`src/hw/rtl/qapm_pkg.sv`:
```
// shared types, widths and constants of the attitude pid and motor mixer
package qapm_pkg;

	// field widths
	localparam int AW      = 13;  // angle, 1/16 degree, signed
	localparam int PITCH_W = 12;
	localparam int GAIN_W  = 16;  // q8.8 unsigned
	localparam int THR_W   = 12;
	localparam int MOTOR_W = 11;
	localparam int CNT_W   = 4;

	// internal widths
	localparam int DIFF_W  = AW + 1;
	localparam int SUM_W   = 16;
	localparam int SUMX_W  = SUM_W + 1;
	localparam int PROD_W  = 33;
	localparam int FRAC_W  = 12;
	localparam int TERM_W  = PROD_W - FRAC_W;
	localparam int AXIS_W  = TERM_W + 2;
	localparam int MIX_W   = AXIS_W + 2;

	localparam logic [CNT_W-1:0]   WINDOW    = CNT_W'(10);
	localparam logic [MOTOR_W-1:0] MOTOR_MIN = MOTOR_W'(1000);
	localparam logic [MOTOR_W-1:0] MOTOR_MAX = MOTOR_W'(1999);

	// register reset values
	localparam logic [GAIN_W-1:0] KP_TILT_RST    = GAIN_W'(1536);
	localparam logic [GAIN_W-1:0] KI_TILT_RST    = GAIN_W'(77);
	localparam logic [GAIN_W-1:0] KD_TILT_RST    = GAIN_W'(256);
	localparam logic [GAIN_W-1:0] KP_HEADING_RST = GAIN_W'(0);
	localparam logic [GAIN_W-1:0] KI_HEADING_RST = GAIN_W'(0);
	localparam logic [GAIN_W-1:0] KD_HEADING_RST = GAIN_W'(0);
	localparam logic [THR_W-1:0]  MIX_THR_RST    = THR_W'(1200);

	localparam int CFG_IDX_W  = 3;
	localparam int CFG_DATA_W = 16;

	typedef enum logic [CFG_IDX_W-1:0] {
		CFG_KP_TILT    = 3'd0,
		CFG_KI_TILT    = 3'd1,
		CFG_KD_TILT    = 3'd2,
		CFG_KP_HEADING = 3'd3,
		CFG_KI_HEADING = 3'd4,
		CFG_KD_HEADING = 3'd5,
		CFG_MIX_THR    = 3'd6
	} cfg_idx_t;

	// per-request control handed to each axis lane
	typedef struct packed {
		logic accept;
		logic sample_valid;
		logic win_done;
		logic en1;
		logic en2;
		logic en3;
	} lane_ctl_t;

endpackage

```
`src/hw/rtl/qapm_mixer.sv`:
```
// x-form motor mixer with saturation, radio cut-off and output register
module qapm_mixer (
	input  logic                                 clk,
	input  logic                                 en,
	input  logic [qapm_pkg::THR_W-1:0]           thr,
	input  logic                                 mix_en,
	input  logic                                 radio_ok,
	input  logic signed [qapm_pkg::AXIS_W-1:0]   roll,
	input  logic signed [qapm_pkg::AXIS_W-1:0]   pitch,
	input  logic signed [qapm_pkg::AXIS_W-1:0]   yaw,
	output logic [4*qapm_pkg::MOTOR_W-1:0]       motors
);

	localparam logic signed [qapm_pkg::MIX_W-1:0] LIM_LO =
		qapm_pkg::MIX_W'(qapm_pkg::MOTOR_MIN);
	localparam logic signed [qapm_pkg::MIX_W-1:0] LIM_HI =
		qapm_pkg::MIX_W'(qapm_pkg::MOTOR_MAX);

	logic signed [qapm_pkg::MIX_W-1:0]   t;
	logic signed [qapm_pkg::MIX_W-1:0]   r;
	logic signed [qapm_pkg::MIX_W-1:0]   p;
	logic signed [qapm_pkg::MIX_W-1:0]   y;
	logic signed [qapm_pkg::MIX_W-1:0]   m [4];
	logic [qapm_pkg::MOTOR_W-1:0]        sat [4];
	logic [4*qapm_pkg::MOTOR_W-1:0]      motors_q;

	always_comb begin
		t = qapm_pkg::MIX_W'($signed({1'b0, thr}));
		r = qapm_pkg::MIX_W'(roll);
		p = qapm_pkg::MIX_W'(pitch);
		y = qapm_pkg::MIX_W'(yaw);
		if (mix_en) begin
			m[0] = t - r - p + y;
			m[1] = t - r + p - y;
			m[2] = t + r + p + y;
			m[3] = t + r - p - y;
		end else begin
			for (int k = 0; k < 4; k++) begin
				m[k] = t;
			end
		end
		for (int k = 0; k < 4; k++) begin
			if (!radio_ok || m[k] < LIM_LO) begin
				sat[k] = qapm_pkg::MOTOR_MIN;
			end else if (m[k] > LIM_HI) begin
				sat[k] = qapm_pkg::MOTOR_MAX;
			end else begin
				sat[k] = m[k][qapm_pkg::MOTOR_W-1:0];
			end
		end
	end

	always_ff @(posedge clk) begin
		if (en) begin
			motors_q <= {sat[3], sat[2], sat[1], sat[0]};
		end
	end

	assign motors = motors_q;

endmodule

```
`config.mk`:
```
export PLATFORM = sky130hd
export DESIGN_NAME = qapm_mixer
export DESIGN_NICKNAME = d
export VERILOG_FILES = /design/src/hw/rtl/qapm_pkg.sv /design/src/hw/rtl/qapm_mixer.sv
export SDC_FILE = /design/constraint.sdc
export NUM_CORES = 1
export LEC_CHECK = 0
export BUFFER_PORTS_ARGS = -buffer_cell sky130_fd_sc_hd__buf_4
export CORE_UTILIZATION = 60
export CTS_BUF_LIST = sky130_fd_sc_hd__clkbuf_8
export DETAILED_ROUTE_END_ITERATION = 7
export PLACE_DENSITY_LB_ADDON = 0.2
export SLEW_MARGIN = 30
export SYNTH_ARGS = -nofsm -noshare
export SYNTH_HDL_FRONTEND = slang
export SYNTH_SLANG_ARGS = --single-unit
export TNS_END_PERCENT = 30
```
`constraint.sdc`:
```
create_clock -name clk -period 9.1 [get_ports clk]
set_input_delay 1.82 -clock clk [delete_from_list [all_inputs] [get_ports clk]]
set_output_delay 1.82 -clock clk [all_outputs]
set_load 0.02 [all_outputs]
```
==> results.json <==
{
  "grtUsageTotal_pct": 35.6,
  "ir_worst_vdd_mv": 0.0857,
  "synth_edf_count": 44,
  "grt_pass1_vias": 10600,
  "num-fill-cells": 1612,
  "setup_viol": 0,
  "grt_max_degree": 72,
  "hold_path_class": "input port to flip-flop",
  "hold_viol": 0,
  "wirelength_um": 35500,
  "nets": 1804,
  "dr.pass1.iters": 5,
  "drc": 0,
  "synth_area_leader_cell": "fa_1",
  "ant_nets": 0,
  "crit_path_max_incr_delay_ns": 0.54,
  "cp.arrival_ns": 8.58,
  "hpwl_um": 30300,
  "drv_slew": 0,
  "ys_top_cells_by_area": "fa_1 (17%), ha_1 (12%), edfxtp_1 (11%)",
  "synth-main-ff-cell": "edfxtp_1",
  "seq_area_frac_synth_pct": 11.3,
  "crit_fanout": 10,
  "die_h_um": 141,
  "yosysMostFrequentCell": "inv_1",
  "gp_congestion": 1.04,
  "area_delta_synth_final_pct": 10.3,
  "largest_register_ffs": 44,
  "syn-cell-area_um2": 11700,
  "critPathLaunchType": "input port",
  "fp-row-count": 50,
  "drive_gt1_share_pct": 11.3,
  "slew_headroom_pct": 35.2,
  "vias": 11100,
  "post_cts_resized": 0,
  "detail_route.iter0.violations": 968,
  "cts_buffer_depth": 2,
  "viasPerCell": 6.26,
  "cp_slowest_cell": "fa_1",
  "clockRootBuffer": "clkbuf_8",
  "crit_buf_inv": 3,
  "antenna_cells": 0,
  "die_width_um": 141,
  "leakagePower_uw": 0.00559,
  "ys_top_cells_by_count": "inv_1 (137), a21oi_1 (129), ha_1 (114), nand2_1 (103), fa_1 (99)",
  "layout.cells.non_filler": 1767,
  "post-cts-setup-buffers": 0,
  "avgSynthCellArea_um2": 8.27,
  "coreArea_um2": 18900,
  "cts_tree": "done",
  "crit_path_end_kind": "flip-flop",
  "hold_buffers": 0,
  "syn_inst": 1411,
  "power.density_nw_per_um2": 194,
  "required_ns": 9.24,
  "post_drt_wl_per_cell_um": 20.1,
  "cts_buffers": 5,
  "rsz0062_at_grt": "false",
  "numPortBuffers": 128,
  "grt-ovfl-total": 0,
  "synth_cell_type_count": 95,
  "grt_pass1_wl_um": 54900,
  "timing.fmax_mhz": 118,
  "period_needed_ns": 8.44,
  "setup.worst_path.class": "input port to flip-flop",
  "dieArea_um2": 20000,
  "pin_count": 129,
  "antenna_found_initial": 0,
  "drv_cap": 0,
  "ys_async_sr_fraction_pct": 0,
  "path_clk_slew_ns": 0.09,
  "fin_tns_setup_ns": 0,
  "start_util_pct": 61.7,
  "dp_cells": 1759,
  "cts_num_sinks": 44,
  "tightest_slew_ns": 0.964,
  "syn_nets": 1709,
  "synth.top_cell.area_share_pct": 17.0,
  "post-route-period-util_pct": 92.7,
  "h-tree-depth": 2,
  "ys_seq_elements": 44,
  "status": "complete, no violations",
  "crit_family": "compound AO/OA/AOI/OAI gates",
  "yosys_warnings": 0
}
==> cells by family (layout without fill, tap and decap cells) <==
logic type                 count (synthesis)  count (layout)  share of synthesized area (%)
AOI/OAI and AO/OA                        444             444                           25.6
and+or+nand+nor                          391             391                           17.2
adders and majority gates                218             218                           29.7
buffers and inverters                    181             277                           6.14
xor gates and xnor gates                 120             120                           9.01
DFF                                       44              44                           11.3
muxes                                     13              13                           1.14
==> per-stage QoR <==
stage	setup slack, ns	power, uW	area (um^2)	utilization, %	hold slack [ns]
6_report	0.661	2500	12900	68.1	1.93
5_1_grt	0.288	2700	12900	68.1	1.92
4_1_cts	0.869	2450	12900	68.1	1.92
3_5_place_dp	0.604	2320	12800	67.6	2.25
3_3_place_gp	0.750	2300	12800	67.6	2.24
2_1_floorplan	1.90	1820	11700	-	1.93
==> routing by layer <==
layer / up-vias / track usage [%] / routed length, um
met5: - / 0 / 0
met4: 0 / 16.9 / 1820
met3: 98 / 2.50 / 2160
met2: 533 / 64.7 / 17600
met1: 5208 / 42.8 / 13900
li1: 5228 / - / -
==> report_power, final <==
group          switching [uW]  total [uW]  internal, uW
Sequential               8.14         268           259
Clock                    71.0         125          53.6
Combinational            1270        2110           839
==> layout by cell type (no fill, tap or decap), types with 12 or more instances in the layout <==
cell and instances:
nor3_1 27, nand4_1 18, o21a_1 19, buf_4 131, edfxtp_1 44, a31oi_1 18, or3_1 12, inv_1 137
nand2_1 103, o21bai_1 19, nor2b_1 24, o21ai_0 73, a21o_1 45, nand3_1 30, fa_1 99, nand2b_1 24
xor2_1 46, xnor2_1 74, a21oi_1 129, ha_1 114, nor2_1 83, o211ai_1 15, a211oi_1 24
==> worst paths after layout <==
check                 startpoint                        to  slack [ns]  cells after the start
worst max-delay path     roll[1]  motors[26]$_SDFFCE_PP0P_        0.66                     25
worst min-delay path    radio_ok  motors[43]$_SDFFCE_PP0P_        1.93                      3
==> final cells by class <==
class / instances / area, um^2 / area share (%)
clock buffers: 5 / 68.8 / 0.535
clock inverters: 3 / 18.8 / 0.146
inverters: 138 / 518 / 4.03
multi-input cells: 1186 / 9630 / 74.8
flip-flops and latches: 44 / 1320 / 10.3
well taps: 260 / 325 / 2.53
repair buffers: 131 / 983 / 7.65
Note: power is estimated with default switching activity, not from simulation.
