--- src/hw/rtl/qapm_pkg.sv ---
// shared types, widths and constants of the attitude pid and motor mixer
package qapm_pkg;

	// field widths
	localparam int AW      = 13;  // angle, 1/16 degree, signed
	localparam int PITCH_W = 12;
	localparam int GAIN_W  = 16;  // q8.8 unsigned
	localparam int THR_W   = 12;
	localparam int MOTOR_W = 11;
	localparam int CNT_W   = 4;

	// internal widths
	localparam int DIFF_W  = AW + 1;
	localparam int SUM_W   = 16;
	localparam int SUMX_W  = SUM_W + 1;
	localparam int PROD_W  = 33;
	localparam int FRAC_W  = 12;
	localparam int TERM_W  = PROD_W - FRAC_W;
	localparam int AXIS_W  = TERM_W + 2;
	localparam int MIX_W   = AXIS_W + 2;

	localparam logic [CNT_W-1:0]   WINDOW    = CNT_W'(10);
	localparam logic [MOTOR_W-1:0] MOTOR_MIN = MOTOR_W'(1000);
	localparam logic [MOTOR_W-1:0] MOTOR_MAX = MOTOR_W'(1999);

	// register reset values
	localparam logic [GAIN_W-1:0] KP_TILT_RST    = GAIN_W'(1536);
	localparam logic [GAIN_W-1:0] KI_TILT_RST    = GAIN_W'(77);
	localparam logic [GAIN_W-1:0] KD_TILT_RST    = GAIN_W'(256);
	localparam logic [GAIN_W-1:0] KP_HEADING_RST = GAIN_W'(0);
	localparam logic [GAIN_W-1:0] KI_HEADING_RST = GAIN_W'(0);
	localparam logic [GAIN_W-1:0] KD_HEADING_RST = GAIN_W'(0);
	localparam logic [THR_W-1:0]  MIX_THR_RST    = THR_W'(1200);

	localparam int CFG_IDX_W  = 3;
	localparam int CFG_DATA_W = 16;

	typedef enum logic [CFG_IDX_W-1:0] {
		CFG_KP_TILT    = 3'd0,
		CFG_KI_TILT    = 3'd1,
		CFG_KD_TILT    = 3'd2,
		CFG_KP_HEADING = 3'd3,
		CFG_KI_HEADING = 3'd4,
		CFG_KD_HEADING = 3'd5,
		CFG_MIX_THR    = 3'd6
	} cfg_idx_t;

	// per-request control handed to each axis lane
	typedef struct packed {
		logic accept;
		logic sample_valid;
		logic win_done;
		logic en1;
		logic en2;
		logic en3;
	} lane_ctl_t;

endpackage

--- src/hw/rtl/qapm_lane.sv ---
// one axis lane: held angle, window sum and the three-term pid pipeline
module qapm_lane (
	input  logic                                  clk,
	input  logic                                  arst_n,
	input  qapm_pkg::lane_ctl_t                   ctl,
	input  logic signed [qapm_pkg::AW-1:0]        angle,
	input  logic [qapm_pkg::GAIN_W-1:0]           kp,
	input  logic [qapm_pkg::GAIN_W-1:0]           ki,
	input  logic [qapm_pkg::GAIN_W-1:0]           kd,
	output logic signed [qapm_pkg::AXIS_W-1:0]    axis_out
);

	localparam logic signed [qapm_pkg::SUM_W-1:0] SUM_MAX =
		{1'b0, {(qapm_pkg::SUM_W-1){1'b1}}};
	localparam logic signed [qapm_pkg::SUM_W-1:0] SUM_MIN =
		{1'b1, {(qapm_pkg::SUM_W-1){1'b0}}};

	logic signed [qapm_pkg::AW-1:0]     held_q;
	logic signed [qapm_pkg::SUM_W-1:0]  sum_q;

	logic signed [qapm_pkg::AW-1:0]     cur;
	logic signed [qapm_pkg::DIFF_W-1:0] diff;
	logic signed [qapm_pkg::SUMX_W-1:0] sum_ext;
	logic signed [qapm_pkg::SUM_W-1:0]  sum_sat;

	logic signed [qapm_pkg::AW-1:0]     e_s1;
	logic signed [qapm_pkg::DIFF_W-1:0] d_s1;
	logic signed [qapm_pkg::SUM_W-1:0]  i_s1;

	logic signed [qapm_pkg::PROD_W-1:0] pp;
	logic signed [qapm_pkg::PROD_W-1:0] pi;
	logic signed [qapm_pkg::PROD_W-1:0] pd;
	logic signed [qapm_pkg::PROD_W-1:0] pp_s2;
	logic signed [qapm_pkg::PROD_W-1:0] pi_s2;
	logic signed [qapm_pkg::PROD_W-1:0] pd_s2;

	logic signed [qapm_pkg::TERM_W-1:0] tp;
	logic signed [qapm_pkg::TERM_W-1:0] ti;
	logic signed [qapm_pkg::TERM_W-1:0] td;
	logic signed [qapm_pkg::AXIS_W-1:0] axis_s3;

	// invalid sample reuses the held angle
	always_comb begin
		cur     = ctl.sample_valid ? angle : held_q;
		diff    = qapm_pkg::DIFF_W'(cur) - qapm_pkg::DIFF_W'(held_q);
		sum_ext = qapm_pkg::SUMX_W'(sum_q) + qapm_pkg::SUMX_W'(cur);
		if (sum_ext[qapm_pkg::SUMX_W-1] != sum_ext[qapm_pkg::SUMX_W-2]) begin
			sum_sat = sum_ext[qapm_pkg::SUMX_W-1] ? SUM_MIN : SUM_MAX;
		end else begin
			sum_sat = sum_ext[qapm_pkg::SUM_W-1:0];
		end
	end

	always_ff @(posedge clk or negedge arst_n) begin
		if (!arst_n) begin
			held_q <= '0;
			sum_q  <= '0;
		end else if (ctl.accept) begin
			held_q <= cur;
			if (ctl.sample_valid) begin
				sum_q <= ctl.win_done ? '0 : sum_sat;
			end
		end
	end

	// gains are unsigned, widened with a zero sign bit
	assign pp = qapm_pkg::PROD_W'($signed({1'b0, kp})) * qapm_pkg::PROD_W'(e_s1);
	assign pi = qapm_pkg::PROD_W'($signed({1'b0, ki})) * qapm_pkg::PROD_W'(i_s1);
	assign pd = qapm_pkg::PROD_W'($signed({1'b0, kd})) * qapm_pkg::PROD_W'(d_s1);

	// arithmetic shift gives the floor of each term
	assign tp = qapm_pkg::TERM_W'(pp_s2 >>> qapm_pkg::FRAC_W);
	assign ti = qapm_pkg::TERM_W'(pi_s2 >>> qapm_pkg::FRAC_W);
	assign td = qapm_pkg::TERM_W'(pd_s2 >>> qapm_pkg::FRAC_W);

	always_ff @(posedge clk) begin
		if (ctl.en1) begin
			e_s1 <= cur;
			d_s1 <= diff;
			i_s1 <= ctl.win_done ? sum_sat : '0;
		end
		if (ctl.en2) begin
			pp_s2 <= pp;
			pi_s2 <= pi;
			pd_s2 <= pd;
		end
		if (ctl.en3) begin
			axis_s3 <= qapm_pkg::AXIS_W'(tp) + qapm_pkg::AXIS_W'(ti)
				+ qapm_pkg::AXIS_W'(td);
		end
	end

	assign axis_out = axis_s3;

endmodule

--- config.mk ---
export PLATFORM = sky130hd
export DESIGN_NAME = qapm_lane
export DESIGN_NICKNAME = d
export VERILOG_FILES = /design/src/hw/rtl/qapm_pkg.sv /design/src/hw/rtl/qapm_lane.sv
export SDC_FILE = /design/constraint.sdc
export NUM_CORES = 2
export LEC_CHECK = 0
export BUFFER_PORTS_ARGS = -buffer_cell sky130_fd_sc_hd__buf_4
export CAP_MARGIN = 40
export CORE_MARGIN = 4
export CORE_UTILIZATION = 60
export DETAILED_ROUTE_END_ITERATION = 10
export PLACE_DENSITY = 0.77
export SYNTH_ARGS = -nofsm -noshare
export SYNTH_HDL_FRONTEND = slang
export SYNTH_SLANG_ARGS = --single-unit
--- constraint.sdc ---
create_clock -name clk -period 8.6 [get_ports clk]
set_input_delay 1.72 -clock clk [delete_from_list [all_inputs] [get_ports clk]]
set_output_delay 1.72 -clock clk [all_outputs]
set_load 0.1 [all_outputs]
==> results.txt <==
----------------------------------------------------
[Global route]
  Vias in the first global route ... 23800
  Residual overflow from global routing ... 0
  Antenna violations before repair ... 1
  First-pass GRT wire length ... 118 mm
  Largest net degree at the start of global routing ... 59
  Overall global routing resource usage ... 27.8%

[Routing]
  Per-cell routed wire length ... 18.6 um
  DRC Markers ... 0
  Vias per cell ... 5.59
  Overall via count from detail_route ... 21100
  Antenna viol nets, final ... 0
  DRT Pass-1 Iters ... 5
  Number of design-rule violations left by the first detailed-router iteration ... 1235
  Drt total wl ... 70.1 mm

[Synthesis]
  EDFF count, synth ... 124
  Predominant post-synthesis flop cell ... edfxtp_1
  Xor/xnor share of the synthesized area ... 2.72%
  Post-synthesis average cell area ... 9.70 um^2
  Proportion of synthesized chip area in sequential cells ... 14.9%
  Async SR Flop Fraction ... 19.0%
  Number of synthesized register bits ... 153
  Synth Area in Compound Gates ... 6.15%
  Dominant combinational cell family by area after synthesis ... adder cells
  Post-synthesis share of cell area spent on full adders, half adders and majority gates ... 51.6%
  Yosys warning total ... 0
  Mapped Nets ... 4061
  Number of distinct standard cells referenced by the synthesized netlist ... 70
  Post-synth design cell area ... 0.0299 mm^2
  Fraction of synthesized area in multiplexers ... 0.607%
  Basic-gate share of the synthesized area counting and, or, nand and nor cells ... 15.0%
  Instance count of the mapped netlist ... 3081

[Clock tree]
  Clock buffers created by TritonCTS ... 17
  CTS H-tree lvls ... 4
  Clock insertion delay at the later pin of the skew report ... 470 ps
  Post-CTS setup repair buffer count ... 0
  CTS tree ... built
  CTS Root Cell ... clkbuf_16
  Post-cts sizing count ... 0
  Number of sinks on the clock net ... 153
  Clock buffer depth ... 2
  Hold_buf cts ... 0
  Clock transition at the register clock pins on the worst setup and hold paths after CTS ... 60 ps

[Min path]
  Worst min-delay path class ... register to register
  Worst hold start ... sum_q[7]

[STA]
  Post-route setup TNS ... 0 ps
  Highest achievable clock rate ... 0.137 GHz
  Clk_skew ... 15.6 ps
  Final hold violations ... 0
  Final setup violating endpoints ... 0
  Slew at the pin closest to its max-slew limit ... 936 ps
  Unrepaired setup endpoints after global routing ... false
  Normalized max-slew margin ... 36.9%
  Final worst-path cycle share ... 84.9%
  Final Critical Period ... 7300 ps
  Final number of max-transition violations ... 0

[Setup path]
  Crit. End Element ... register
  CP max FO ... 16
  Critical path start-end classification ... input pin to register
  Start of the worst register-to-register path ... i_s1[2]
  Worst EP arrival ... 7510 ps
  Source of the critical timing path ... ki[6]
  Required time worst endpoint ... 8810 ps
  Top cell family by delay on the critical path ... adder cells
  Kind of start point of the critical path ... input pin
  Most used cell along the critical path ... fa_1
  CP max stage delay ... 530 ps
  Buffers plus inverters on the worst setup path ... 5
  Critical path's slowest cell ... fa_1
  Critical-path cell list ... buf_4 > and2_1 > fa_1 > inv_1 > fa_1 > fa_1 > inv_1 > ha_1 > fa_1 > inv_1 > fa_1 > inv_1 > ha_1 > nand3_1 > a21oi_1 > a21oi_1 > nor3b_1 > o211ai_1 > a211oi_1 > mux2i_1 > nand2_1

[Run status]
  Status ... finished clean

[Floorplan]
  Number of ports placed on the die boundary ... 92
  Starting density of the core ... 61.0%
  Standard-cell rows ... 81
  Overall die width ... 231 um
  Die area ... 0.0535 mm^2
  Core region area ... 0.0491 mm^2
  Die Y-Extent ... 231 um

[Final layout]
  Share of layout cells above drive strength 1 ... 5.65%
  Final Net Count ... 4081
  Area delta synth->final ... 6.05%
  Most frequent standard cell in the layout excluding fill and tap cells ... inv_1
  Leading cell types in the layout, fill and taps excluded ... 616 x inv_1, 535 x fa_1, 395 x nand2_1
  Ant. Diodes ... 0

[Placed design]
  Final weighted congestion in routability-driven placement ... 0.904
  Number of I/O port buffers ... 91
  Post-DP HPWL ... 56.9 mm

[Job]
  Max-capacitance violation count ... 0

----------------------------------------------------
[cell type report]
class                      count  area [um^2]
clock buffer                  17          425
inverter                     617         2320
multi-input combinational   2211        22700
clock inverter                15          168
sequential                   153         4450
tap                          664          831
fill                        3953        17300
timing repair buffer         101          771
[worst reg2reg max path, delay by kind of cell, from the launching register on]
kind	cells	cell delay [ps]
flip-flops	1	840
buffers and inverters	3	130
AND/OR/NAND/NOR	4	760
multiplexers	1	240
adder cells (fa/ha/maj)	7	3220
AO/OA/AOI/OAI	4	1260
[through the flow]
step	instances	setup WS, ps	util, %	hold WS (ps)	cell area (um^2)
finish	3778	1300	64.6	487	31700
global route	3778	998	64.6	510	31700
CTS	3777	1380	64.6	490	31700
detailed placement	3745	885	63.4	476	31100
global placement	3741	967	63.3	471	31100
floorplan	3081	1160	-	455	29900
[registers in the layout, summed over array words and instances (netlist names)]
signal	flops
axis_out	23
d_s1	14
e_s1	13
held_q	13
i_s1	16
pd_s2	19
pi_s2	21
pp_s2	18
sum_q	16
[layer usage]
metal  vias to the layer above  share of wire [%]  GRT usage (%)
met2                       756                 48           46.4
met5                         -                  0          0.184
met3                       176                7.5           5.96
li1                       9592                  -              -
met4                         0                4.0           11.2
met1                     10600                 40           35.5
[path summary, 6_finish.rpt]
kind,end,slack [ps],cells past startpoint
max in group asynchronous,sum_q[9],7120,1
min reg2reg,sum_q[7],490,2
max,pi_s2[31],1300,21
min in group asynchronous,sum_q[10],1190,1
min,sum_q[7],490,2
max reg2reg,pi_s2[31],1910,19
[synthesized netlist by cell type, drive strengths merged, types with 11 or more instances]
master  instances  area [um^2]
inv           617         2320
fa            535        10700
nand2         395         1480
ha            376         4700
and2          297         1860
edfxtp        124         3720
clkbuf         95          357
nor2           93          349
a21oi          72          375
xnor2          70          613
o21ai          66          372
a21o           35          263
dfrtp          29          726
nor2b          26          163
nand2b         23          144
xor2           23          201
nor3           19         95.1
o21a           19          143
nand3          16         80.1
mux2           14          161
and3           12         75.1
o211ai         11         87.6
[cell families (layout without fill, tap and decap cells)]
family	Yosys count	count (layout)
AND/OR/NAND/NOR	916	916
adder cells (fa/ha/maj)	912	912
buffers and inverters	717	750
AO/OA/AOI/OAI	274	274
flip-flops	153	153
XOR/XNOR	93	93
multiplexers	16	16
Power is left out: the tool's default activity adds up to more than one toggle a clock period on the data nets, which glitch-free logic cannot reach.
